`config.mk`:
```
export PLATFORM = sky130hd
export DESIGN_NAME = rc_channel_trim_mapper
export DESIGN_NICKNAME = d
export VERILOG_FILES = /design/src/hdl/rctm_pkg.sv /design/src/hdl/rc_channel_trim_mapper.sv /design/src/hdl/rctm_scale.sv
export SDC_FILE = /design/constraint.sdc
export NUM_CORES = 1
export LEC_CHECK = 0
export BUFFER_PORTS_ARGS = -buffer_cell sky130_fd_sc_hd__buf_2
export CORE_UTILIZATION = 45
export CTS_CLUSTER_SIZE = 25
export DETAILED_ROUTE_END_ITERATION = 10
export GPL_TIMING_DRIVEN = 0
export SETUP_SLACK_MARGIN = 0.2
export SYNTH_ARGS = -nofsm -noshare
export SYNTH_HDL_FRONTEND = slang
export SYNTH_HIERARCHICAL = 1
export SYNTH_SLANG_ARGS = --single-unit
```
`constraint.sdc`:
```
create_clock -name clock -period 12.8 [get_ports clock]
set_clock_uncertainty 0.05 [all_clocks]
set_input_delay 2.56 -clock clock [delete_from_list [all_inputs] [get_ports clock]]
set_output_delay 2.56 -clock clock [all_outputs]
set_load 0.02 [all_outputs]
```
`src/hdl/rctm_pkg.sv`:
```
// ---------------------------------------------------------------------------
// rctm_pkg
// shared types and constants for the radio channel trim mapper
// ---------------------------------------------------------------------------
package rctm_pkg;

   localparam int NUM_AXES = 4;
   localparam int NUM_ADCS = 6;

   typedef logic [11:0]       adc_type;
   typedef logic [10:0]       pulse_type;
   typedef logic signed [7:0] trim_type;
   typedef logic [7:0]        buttons_type;
   typedef trim_type          trim_array_type [NUM_AXES];

   // full scale of the converter, used as the mapping divisor
   localparam logic [21:0] ADC_FULL   = 22'd4095;
   localparam logic [9:0]  SPAN       = 10'd1000;
   localparam pulse_type   PULSE_MIN  = 11'd1000;
   localparam pulse_type   PULSE_MAX  = 11'd2000;

   localparam buttons_type BUTTONS_RELEASED = 8'hFF;

endpackage

```
`src/hdl/rc_channel_trim_mapper.sv`:
```
// ---------------------------------------------------------------------------
// rc_channel_trim_mapper
// frame tick to channel values mapper with button-driven stick trims
// ---------------------------------------------------------------------------
// One request per cycle is accepted while rsp_ready is high, and each request
// gives exactly one response, via the input register and then the response
// register. The trim buttons are edge detected at the moment a request is
// accepted, so the trims move with accepted requests only; the updated trims
// are latched with the samples into the input register. Channel scaling (a
// constant multiply by 1000 and a divide by 4095 done as shift plus one
// correction step), trim addition and clamping sit between the two registers.
// Both registers advance under back pressure from rsp_ready, so a new request
// is taken into an empty input register while a finished response waits.
// ---------------------------------------------------------------------------
module rc_channel_trim_mapper import rctm_pkg::*; (
   input  logic        clock,
   input  logic        reset,
   // request channel
   input  logic        req_valid,
   output logic        req_ready,
   input  logic [11:0] req_throttle_adc,
   input  logic [11:0] req_yaw_adc,
   input  logic [11:0] req_pitch_adc,
   input  logic [11:0] req_roll_adc,
   input  logic [11:0] req_aux_one_adc,
   input  logic [11:0] req_aux_two_adc,
   input  logic [7:0]  req_trim_buttons,
   input  logic        req_switch_one_level,
   input  logic        req_switch_two_level,
   // response channel
   output logic        rsp_valid,
   input  logic        rsp_ready,
   output logic [10:0] rsp_throttle_pulse,
   output logic [10:0] rsp_yaw_pulse,
   output logic [10:0] rsp_pitch_pulse,
   output logic [10:0] rsp_roll_pulse,
   output logic [10:0] rsp_aux_one_pulse,
   output logic [10:0] rsp_aux_two_pulse,
   output logic [10:0] rsp_switch_one_pulse,
   output logic [10:0] rsp_switch_two_pulse,
   output logic signed [7:0] rsp_throttle_offset,
   output logic signed [7:0] rsp_yaw_offset,
   output logic signed [7:0] rsp_pitch_offset,
   output logic signed [7:0] rsp_roll_offset
);

   // button and trim state
   buttons_type    prev_buttons_ff;
   trim_array_type trims_ff;
   trim_array_type trims_in;
   buttons_type    pressed;

   // input register
   logic           stage_valid_ff;
   adc_type        adc_ff [NUM_ADCS];
   logic           sw_one_ff;
   logic           sw_two_ff;
   trim_array_type stage_trims_ff;

   // response register
   logic           rsp_valid_ff;
   pulse_type      pulse_ff [NUM_ADCS];
   logic           sw_one_rsp_ff;
   logic           sw_two_rsp_ff;
   trim_array_type rsp_trims_ff;

   // datapath between the registers
   pulse_type      scaled [NUM_ADCS];
   pulse_type      pulse_in [NUM_ADCS];
   logic signed [12:0] trimmed [NUM_AXES];

   logic advance_out;
   logic load_stage;
   logic accept;

   // pipeline flow control
   assign advance_out = !rsp_valid_ff || rsp_ready;
   assign load_stage  = !stage_valid_ff || advance_out;
   assign accept      = req_valid && load_stage;
   assign req_ready   = load_stage;

   // falling edge against the stored byte: bit 2k raises trim k, 2k+1 lowers
   always_comb begin
      pressed = ~req_trim_buttons & prev_buttons_ff;
      for (int k = 0; k < NUM_AXES; k++) begin
         case ({pressed[2*k], pressed[2*k+1]})
            2'b10:   trims_in[k] = trims_ff[k] + 8'sd1;
            2'b01:   trims_in[k] = trims_ff[k] - 8'sd1;
            default: trims_in[k] = trims_ff[k];
         endcase
      end
   end

   always_ff @(posedge clock) begin
      if (reset) begin
         prev_buttons_ff <= BUTTONS_RELEASED;
         for (int k = 0; k < NUM_AXES; k++) begin
            trims_ff[k] <= '0;
         end
      end else if (accept) begin
         prev_buttons_ff <= req_trim_buttons;
         trims_ff        <= trims_in;
      end
   end

   // input register
   always_ff @(posedge clock) begin
      if (reset) begin
         stage_valid_ff <= 1'b0;
      end else if (load_stage) begin
         stage_valid_ff <= req_valid;
      end
      if (accept) begin
         adc_ff[0]      <= req_throttle_adc;
         adc_ff[1]      <= req_yaw_adc;
         adc_ff[2]      <= req_pitch_adc;
         adc_ff[3]      <= req_roll_adc;
         adc_ff[4]      <= req_aux_one_adc;
         adc_ff[5]      <= req_aux_two_adc;
         sw_one_ff      <= req_switch_one_level;
         sw_two_ff      <= req_switch_two_level;
         stage_trims_ff <= trims_in;
      end
   end

   // channel scaling, one unit per sample
   for (genvar g = 0; g < NUM_ADCS; g++) begin : g_scale
      rctm_scale u_scale (
         .sample (adc_ff[g]),
         .pulse  (scaled[g])
      );
   end

   // sticks get trim*4 and a clamp to 1000..2000, aux channels pass through
   always_comb begin
      for (int k = 0; k < NUM_AXES; k++) begin
         trimmed[k] = $signed({2'b00, scaled[k]})
                    + $signed({{3{stage_trims_ff[k][7]}}, stage_trims_ff[k], 2'b00});
         if (trimmed[k] < $signed({2'b00, PULSE_MIN})) begin
            pulse_in[k] = PULSE_MIN;
         end else if (trimmed[k] > $signed({2'b00, PULSE_MAX})) begin
            pulse_in[k] = PULSE_MAX;
         end else begin
            pulse_in[k] = trimmed[k][10:0];
         end
      end
      for (int a = NUM_AXES; a < NUM_ADCS; a++) begin
         pulse_in[a] = scaled[a];
      end
   end

   // response register
   always_ff @(posedge clock) begin
      if (reset) begin
         rsp_valid_ff <= 1'b0;
      end else if (advance_out) begin
         rsp_valid_ff <= stage_valid_ff;
      end
      if (advance_out && stage_valid_ff) begin
         pulse_ff      <= pulse_in;
         sw_one_rsp_ff <= sw_one_ff;
         sw_two_rsp_ff <= sw_two_ff;
         rsp_trims_ff  <= stage_trims_ff;
      end
   end

   assign rsp_valid            = rsp_valid_ff;
   assign rsp_throttle_pulse   = pulse_ff[0];
   assign rsp_yaw_pulse        = pulse_ff[1];
   assign rsp_pitch_pulse      = pulse_ff[2];
   assign rsp_roll_pulse       = pulse_ff[3];
   assign rsp_aux_one_pulse    = pulse_ff[4];
   assign rsp_aux_two_pulse    = pulse_ff[5];
   // switch high reads as the low end
   assign rsp_switch_one_pulse = sw_one_rsp_ff ? PULSE_MIN : PULSE_MAX;
   assign rsp_switch_two_pulse = sw_two_rsp_ff ? PULSE_MIN : PULSE_MAX;
   assign rsp_throttle_offset  = rsp_trims_ff[0];
   assign rsp_yaw_offset       = rsp_trims_ff[1];
   assign rsp_pitch_offset     = rsp_trims_ff[2];
   assign rsp_roll_offset      = rsp_trims_ff[3];

endmodule

```
`src/hdl/rctm_scale.sv`:
```
// ---------------------------------------------------------------------------
// rctm_scale
// maps a 12-bit sample to 1000..2000 as sample*1000/4095 + 1000, truncated
// ---------------------------------------------------------------------------
module rctm_scale import rctm_pkg::*; (
   input  adc_type   sample,
   output pulse_type pulse
);

   logic [21:0] product;
   logic [9:0]  quot_low;
   logic [21:0] remainder;
   logic [9:0]  quot;

   // x/4096 is never more than one below x/4095 for x < 4095*4096
   always_comb begin
      product   = {10'd0, sample} * {12'd0, SPAN};
      quot_low  = product[21:12];
      remainder = product - {quot_low, 12'd0} + {12'd0, quot_low};
      quot      = (remainder >= ADC_FULL) ? quot_low + 10'd1 : quot_low;
      pulse     = {1'b0, quot} + PULSE_MIN;
   end

endmodule

```
==> flow_metrics.py, run 1 <==
metrics = {
    "run_status": {
        "status": "finished clean",
    },
    "setup_path": {
        "cp_max_fo": 10,
        "r2r_start": "adc_ff[2][6]",
        "cp_slowest_cell": "a2111oi_2",
        "reg2regPathDepth": 39,
        "worst_setup_path_start_kind": "flop",
        "critical_path_class": "reg2reg",
        "r2r_slack_ps": 1200,
        "r2r-end": "rsp_pitch_pulse[2]",
        "cp_data_arrival_time_ps": 11850,
        "cp-end-kind": "flop",
        "cp.required_ps": 13040,
        "slowest_delay_ps": 810,
    },
    "min_path": {
        "hold_path_end": "sw_one_rsp_ff",
        "holdPathStages": 0,
        "worstHoldPathType": "reg2reg",
        "hp-start": "sw_one_ff",
    },
    "sta": {
        "fin_crit_sh_pct": 90.6,
        "clock.fmax_mhz": 86.2,
        "tns_ps": 0,
        "min_period_ps": 11600,
        "finalSetupViolCount": 0,
        "slew_headroom_pct": 34.1,
        "hold_viol_final": 0,
        "drv_slew": 0,
        "worst_pin_slew_ps": 982,
        "rsz0062_at_grt": "no",
    },
    "synth": {
        "synth_area_leaders": "edfxtp_1 (19%), ha_1 (17%), fa_1 (14%)",
        "yosysTopAreaCellShare_pct": 18.9,
        "netlist_area_mm2": 0.0328,
        "ys.flop_type": "edfxtp_1",
        "synth_seq_cells": 248,
        "yosys.area.top_type": "edfxtp_1",
        "ys_warn_count": 6,
        "yosysMostFrequentCell": "inv_1",
        "synth-edff-count": 206,
        "ys_top_cells_by_count": "inv_1 (489), ha_1 (440), fa_1 (236), nand2_1 (223), edfxtp_1 (206)",
        "async_reset_ff_share_pct": 0,
        "synthCells": 3449,
        "avgSynthCellArea_um2": 9.50,
        "ys_seq_area_share_pct": 21.4,
        "synth_cell_types": 149,
    },
    "drt": {
        "via_count": 25100,
        "routed_wl_um": 75200,
        "drt_iter0_markers": 1376,
        "postRouteAntennaNets": 0,
        "route.detailed.drc": 0,
        "routedWlPerCell_um": 16.1,
        "drt_pass1_iterations": 7,
        "routed_via_density": 5.38,
    },
    "global_routing": {
        "antenna_found_initial": 4,
        "grt_first_pass_wirelength_um": 124000,
        "grt_pass1_vias": 24400,
        "overflow": 0,
        "grt_max_degree": 33,
        "grt_usage_pct": 20.4,
    },
    "clock_tree": {
        "insertion_delay_ps": 550,
        "cts_hold_buf": 0,
        "clk_pin_slew_ps": 60,
        "clockRootBuffer": "clkbuf_16",
        "cts_tree": "yes",
        "cts_resized": 0,
        "numCtsBuffers": 34,
        "cts_sinks": 248,
        "clock_path_buffers": 3,
        "cts_max_level": 2,
        "cts_setup_buffers": 0,
    },
    "placed_design": {
        "portBuffers": 192,
        "globalplace.congestion": 0.866,
        "dp_hpwl_um": 61100,
    },
    "cells_and_area": {
        "areaGrowthSynthToFinish_pct": 10.4,
        "layout-drive-gt1-share_pct": 13.4,
        "layout.nets": 4458,
        "antenna_cells": 0,
    },
    "die": {
        "placeableCoreArea_mm2": 0.0717,
        "die_w_um": 272,
        "dieArea_mm2": 0.0739,
        "die_h_um": 272,
        "fp-row-count": 98,
        "pin_count": 208,
        "initial_utilization_pct": 45.7,
    },
    "run": {
        "maxCapViolCount": 0,
    },
}
[sequential cells by signal, indices dropped and copies added (netlist names)]
signal and count:
rsp_aux_two_pulse 11, rsp_pitch_offset 8, sw_one_rsp_ff 1, adc_ff 72, prev_buttons_ff 8, rsp_valid 1
rsp_yaw_pulse 11, rsp_throttle_pulse 11, rsp_roll_offset 8, rsp_yaw_offset 8, stage_trims_ff 32, rsp_pitch_pulse 11
stage_valid_ff 1, rsp_throttle_offset 8, rsp_aux_one_pulse 11, sw_two_ff 1, rsp_roll_pulse 11, sw_two_rsp_ff 1
trims_ff 32, sw_one_ff 1
[metal layers]
metal	vias up	GRT usage [%]	routed length (um)
met3	76	2.43	2790
met2	426	32.9	34100
li1	12700	-	-
met1	11900	29.2	36900
met4	4	4.79	1310
met5	-	0	20
[logic make-up (layout without fill, tap and decap cells)]
group / after synthesis / after routing / share of synthesized area, %
muxes: 36 / 36 / 1.20
other: 2 / 14 / 0.0229
buffers and inverters: 574 / 834 / 7.18
and+or+nand+nor: 886 / 886 / 14.6
xor gates and xnor gates: 225 / 225 / 6.15
adders and majority gates: 676 / 676 / 31.2
AOI/OAI and AO/OA: 802 / 802 / 18.2
DFF: 248 / 248 / 21.4
[how the worst max path moves through the flow]
| stage | startpoint | to | slack, ps | cells after the start |
|---|---|---|---|---|
| 2_1_floorplan | adc_ff[2][5] | rsp_pitch_pulse[3] | 2340 | 38 |
| 3_3_place_gp | adc_ff[2][6] | rsp_pitch_pulse[0] | 830 | 40 |
| 3_5_place_dp | adc_ff[2][6] | rsp_pitch_pulse[2] | 1260 | 40 |
| 4_1_cts | adc_ff[2][6] | rsp_pitch_pulse[2] | 1170 | 39 |
| 5_1_grt | adc_ff[2][6] | rsp_pitch_pulse[2] | 440 | 39 |
| 6_report | adc_ff[2][6] | rsp_pitch_pulse[2] | 1200 | 39 |
[worst max-delay path: cells and delay by family, from the launching register on]
| family | cells | cell delay [ps] |
|---|---|---|
| AO/OA/AOI/OAI | 11 | 3380 |
| adder cells (fa/ha/maj) | 8 | 3340 |
| AND/OR/NAND/NOR | 11 | 2880 |
| buffers and inverters | 6 | 690 |
| flip-flops | 1 | 490 |
| XOR/XNOR | 3 | 480 |
[metrics by stage]
| stage | instance area, um2 | utilization (%) | hold WS (ps) | setup slack [ps] | instances |
|---|---|---|---|---|---|
| after floorplan | 32800 | - | 350 | 2340 | 3461 |
| after global placement | 35000 | 48.7 | 352 | 826 | 4603 |
| after detailed placement | 35100 | 49.0 | 359 | 1260 | 4610 |
| after CTS | 36200 | 50.4 | 372 | 1170 | 4671 |
| after global routing | 36200 | 50.4 | 378 | 445 | 4671 |
| final | 36200 | 50.4 | 373 | 1200 | 4671 |
[placed cells by master (no fill, tap or decap), types with 27 or more instances in the layout]
cell,instances
a211oi_1,35
a21o_1,62
a21oi_1,162
and2_1,28
buf_2,207
clkbuf_1,36
clkbuf_16,35
dfxtp_1,42
edfxtp_1,206
fa_1,236
ha_1,440
inv_1,489
nand2_1,223
nand2b_1,45
nand3_1,55
nand4_1,28
nor2_1,183
nor2b_1,35
nor3_1,65
o211ai_1,27
o21a_1,51
o21ai_0,133
o31ai_1,27
or3_1,29
xnor2_1,141
xor2_1,78
[final cells by class]
| type | instances | area [um2] |
|---|---|---|
| well taps | 950 | 1190 |
| fillers | 6762 | 35600 |
| clock inverters | 20 | 146 |
| clock buffers | 41 | 898 |
| repair buffers | 199 | 1100 |
| plain buffers | 82 | 499 |
| multi-input cells | 2639 | 23400 |
| flip-flops and latches | 248 | 7030 |
| inverters | 492 | 1850 |
Power of run 1 is not shown: default switching activity piles up to over one toggle a cycle in this logic, so the estimate is an artifact.
==> run 2: changes to the inputs <==
Settings changed: CORE_ASPECT_RATIO set to 0.9, GPL_TIMING_DRIVEN 0 to not set.
==> run 2 against run 1 <==
  * Hold slack worse by 0.57 ps
  * Critical path depth did not move
  * Final cell count decreased by 1.7%
  * First-iteration DRC count up 14%
  * Clock-buffer cell count rose by 11
  * Via count decreased by 0.53%
  * Critical endpoint is now rsp_pitch_pulse[3]
  * Largest cell class unchanged
==> flow_metrics.py, run 2 (same netlist as run 1, synthesis figures left out) <==
metrics = {
    "setup_path": {
        "worst_setup_path_start_kind": "flop",
        "cp.required_ps": 13050,
        "slowest_delay_ps": 550,
        "critical_path_class": "reg2reg",
        "cp-startpoint": "adc_ff[2][7]",
        "cp_slowest_cell": "fa_1",
        "cp-end-kind": "flop",
        "cp_max_fo": 10,
        "cp_data_arrival_time_ps": 11350,
        "critPathMostFrequentCell": "inv_1",
        "r2r_start": "adc_ff[2][7]",
    },
    "global_routing": {
        "grt_first_pass_wirelength_um": 123000,
        "grt_usage_pct": 20.3,
        "grt_pass1_vias": 23700,
        "grt_max_degree": 75,
        "overflow": 0,
        "antenna_found_initial": 3,
    },
    "placed_design": {
        "globalplace.congestion": 0.888,
        "dp_hpwl_um": 60400,
        "portBuffers": 193,
    },
    "sta": {
        "tns_ps": 0,
        "min_period_ps": 11100,
        "drv_slew": 0,
        "hold_viol_final": 0,
        "slew_headroom_pct": 29.7,
        "worst_pin_slew_ps": 1050,
        "fin_crit_sh_pct": 86.7,
        "hold_slack_ps": 373,
        "clock.fmax_mhz": 90.1,
        "rsz0062_at_grt": "no",
        "finalSetupViolCount": 0,
    },
    "drt": {
        "postRouteAntennaNets": 0,
        "routed_via_density": 5.44,
        "via_count": 25000,
        "routedWlPerCell_um": 16.4,
        "drt_pass1_iterations": 5,
        "route.detailed.drc": 0,
        "drt_iter0_markers": 1564,
        "routed_wl_um": 75300,
    },
    "clock_tree": {
        "cts_setup_buffers": 0,
        "cts_hold_buf": 0,
        "insertion_delay_ps": 550,
        "cts_tree": "yes",
        "clockRootBuffer": "clkbuf_16",
        "clock_path_buffers": 3,
        "cts_sinks": 248,
        "cts_max_level": 2,
        "cts_resized": 0,
        "numCtsBuffers": 34,
        "clk_pin_slew_ps": 60,
    },
    "die": {
        "pin_count": 208,
        "die_w_um": 286,
        "die_h_um": 258,
        "dieArea_mm2": 0.0739,
        "placeableCoreArea_mm2": 0.0718,
        "fp-row-count": 93,
        "initial_utilization_pct": 45.6,
    },
    "min_path": {
        "hp-start": "sw_one_ff",
        "worstHoldPathType": "reg2reg",
    },
    "cells_and_area": {
        "layout_common_cells": "inv_1 (488), ha_1 (440), fa_1 (236)",
        "layout-drive-gt1-share_pct": 12.4,
        "top_regs": "adc_ff x72, stage_trims_ff x32, trims_ff x32",
        "layout.nets": 4376,
        "final_core_util_pct": 49.6,
        "final_common_cell": "inv_1",
        "fill_cells": 6742,
        "areaGrowthSynthToFinish_pct": 8.76,
        "multi_input_area_mm2": 0.0234,
        "register_area_mm2": 0.00703,
        "largest_reg_flops": 72,
        "regMostFlops": "adc_ff",
    },
    "run": {
        "maxCapViolCount": 0,
    },
    "run_status": {
        "status": "finished clean",
    },
}
[run 2: cell count changes in the layout (fill, tap and decap cells not counted), moves of 2 or more]
cell	previous run	this run
buf_4	25	6
clkinv_2	4	1
clkbuf_8	1	5
clkbuf_16	35	37
diode_2	0	2
buf_2	207	193
clkinv_1	6	1
buf_12	7	0
clkinv_4	5	3
buf_6	9	0
clkbuf_1	36	10
[run 2: cell type report]
type,count,area share (%)
Timing Repair Buffer,199,2.84
Antenna cell,2,0.0140
Tap cell,950,3.34
Clock inverter,10,0.204
Inverter,492,5.22
Multi-Input combinational cell,2639,65.8
Sequential cell,248,19.7
Clock buffer,52,2.90
[run 2: path summary, 6_finish.rpt]
| kind | endpoint | slack, ps | depth (start not counted) |
|---|---|---|---|
| setup / recovery | rsp_pitch_pulse[3] | 1700 | 39 |
| hold / removal | sw_one_rsp_ff | 370 | 0 |
| setup reg to reg | rsp_pitch_pulse[3] | 1700 | 39 |
| hold reg to reg | sw_one_rsp_ff | 370 | 0 |
[run 2: critical path: cells and delay by family (launching register included)]
| kind | cells | cell delay [ps] |
|---|---|---|
| AOI/OAI and AO/OA | 8 | 1910 |
| xor gates and xnor gates | 3 | 690 |
| adders and majority gates | 9 | 3690 |
| buffers and inverters | 7 | 620 |
| DFF | 1 | 500 |
| muxes | 1 | 430 |
| and+or+nand+nor | 11 | 2930 |
[run 2: metal layers]
layer  global-route usage (%)  routed length [um]  vias up
met4                     5.38                1600        0
met1                     31.4               38600    11900
met2                     29.8               32100      497
met3                     2.14                3090       96
li1                         -                   -    12500
met5                        0                   0        -
[run 2: metrics by stage]
stage	cells	worst slack [ps]	cell area (um2)
floorplan	3461	2340	32800
global placement	4528	2060	34500
detailed placement	4528	1850	34500
CTS	4590	1790	35600
global route	4592	904	35600
finish	4592	1700	35600
Power of run 2 is left out for the same reason.
==> run 3: changes to the inputs <==
Clock period 12.8 ns to 9.8 ns, I/O delays scaled along.
==> run 3 against run 2 <==
  * Largest cell class unchanged
  * Highest routed layer unchanged
  * Final cell count rose by 7.0%
  * Sequential share of layout area fell by 1.9 points
  * Non-clock buffer count rose by 324
  * The run now ends with setup timing left
  * Via count rose by 5.2%
==> flow_metrics.py, run 3 (same netlist as run 1, synthesis figures left out) <==
metrics = {
    "placed_design": {
        "preCtsSetupSlack_ps": -128,
        "globalplace.congestion": 0.911,
        "dp_hpwl_um": 62200,
        "portBuffers": 193,
    },
    "drt": {
        "routed_wl_um": 79200,
        "via_count": 26300,
        "drt_iter0_markers": 1329,
        "routedWlPerCell_um": 16.1,
        "postRouteAntennaNets": 0,
        "routed_via_density": 5.35,
        "drt_pass1_iterations": 6,
        "route.detailed.drc": 0,
    },
    "sta": {
        "finalSetupViolCount": 9,
        "rsz0062_at_grt": "yes",
        "worst_pin_slew_ps": 1000,
        "fin_crit_sh_pct": 102,
        "hold_viol_final": 0,
        "clock.fmax_mhz": 100,
        "min_period_ps": 9960,
        "drv_slew": 0,
        "slew_headroom_pct": 33.0,
        "fin_ws_ps": -159,
    },
    "setup_path": {
        "cp_slowest_cell": "fa_1",
        "slowest_delay_ps": 520,
        "cp_data_arrival_time_ps": 10250,
        "critical_path_class": "reg2reg",
        "r2r_slack_ps": -160,
        "cp_max_fo": 7,
        "cp.required_ps": 10100,
        "critical-path-top-delay-family": "adder cells",
        "critPathMostFrequentCell": "fa_1",
        "path_buf_inv": 4,
        "worst_setup_path_start_kind": "flop",
        "cp-end-kind": "flop",
    },
    "clock_tree": {
        "clockRootBuffer": "clkbuf_16",
        "cts_hold_buf": 0,
        "clk_pin_slew_ps": 70,
        "cts_sinks": 248,
        "insertion_delay_ps": 600,
        "cts_max_level": 1,
        "clock_path_buffers": 3,
        "numCtsBuffers": 31,
        "cts_tree": "yes",
    },
    "die": {
        "die_w_um": 286,
        "placeableCoreArea_mm2": 0.0718,
        "fp-row-count": 93,
        "pin_count": 208,
        "initial_utilization_pct": 45.6,
        "dieArea_mm2": 0.0739,
        "die_h_um": 258,
    },
    "global_routing": {
        "grt_pass1_vias": 25100,
        "grt_max_degree": 75,
        "antenna_found_initial": 1,
        "grt_usage_pct": 20.4,
        "grt_first_pass_wirelength_um": 125000,
        "overflow": 0,
    },
    "cells_and_area": {
        "layout-drive-gt1-share_pct": 25.9,
        "layout.nets": 4698,
        "areaGrowthSynthToFinish_pct": 20.6,
        "largest_reg_flops": 72,
        "top_regs": "adc_ff x72, stage_trims_ff x32, trims_ff x32",
        "final_common_cell": "inv_1",
        "regMostFlops": "adc_ff",
        "layout_common_cells": "inv_1 (448), ha_1 (393), buf_4 (320)",
    },
    "run_status": {
        "violations": "setup timing",
        "status": "complete, but fails checks",
    },
    "min_path": {
        "worstHoldPathType": "reg2reg",
    },
    "run": {
        "maxCapViolCount": 0,
    },
}
## run 3: what timing repair did
| item | 4_1_cts | 5_1_grt |
|---|---|---|
| buffers inserted | 26 | 72 |
| endpoints found under the setup margin | 42 | 45 |
| cloned | 1 | 0 |
| endpoints found under the hold margin | 0 | 0 |
| pin swaps | 53 | 176 |
| resized for setup | 48 | 267 |
## run 3: worst paths after layout
check / end / depth (start not counted) / start
worst max register to register: rsp_pitch_pulse[6] / 37 / adc_ff[2][5]
worst min register to register: sw_two_rsp_ff / 0 / sw_two_ff
worst min-delay path: sw_two_rsp_ff / 0 / sw_two_ff
worst max-delay path: rsp_pitch_pulse[6] / 37 / adc_ff[2][5]
## run 3: final cells by class
type | instances | area, um2
repair buffers | 523 | 3480
diodes | 1 | 2.50
multi-input cells | 2640 | 24900
flip-flops and latches | 248 | 7030
well taps | 950 | 1190
clock inverters | 21 | 216
clock buffers | 37 | 828
inverters | 492 | 1870
fillers | 6364 | 32300
## run 3: stage by stage
stage	utilization, %	TNS, ps	std cells	hold WS, ps	cell area [um2]
3_5_place_dp	50.6	-877	4754	358	36300
4_1_cts	52.6	0	4839	372	37800
2_1_floorplan	-	0	3461	350	32900
5_1_grt	55.0	-5840	4912	374	39500
3_3_place_gp	50.6	-56.7	4754	354	36300
6_report	55.0	-1130	4912	371	39500
## run 3: routing by layer
layer,wire length (um),GRT usage (%)
met4,1530,4.08
met2,37200,33.9
met5,0,0
met1,37400,28.6
met3,3050,2.54
Power of run 3 is left out for the same reason.
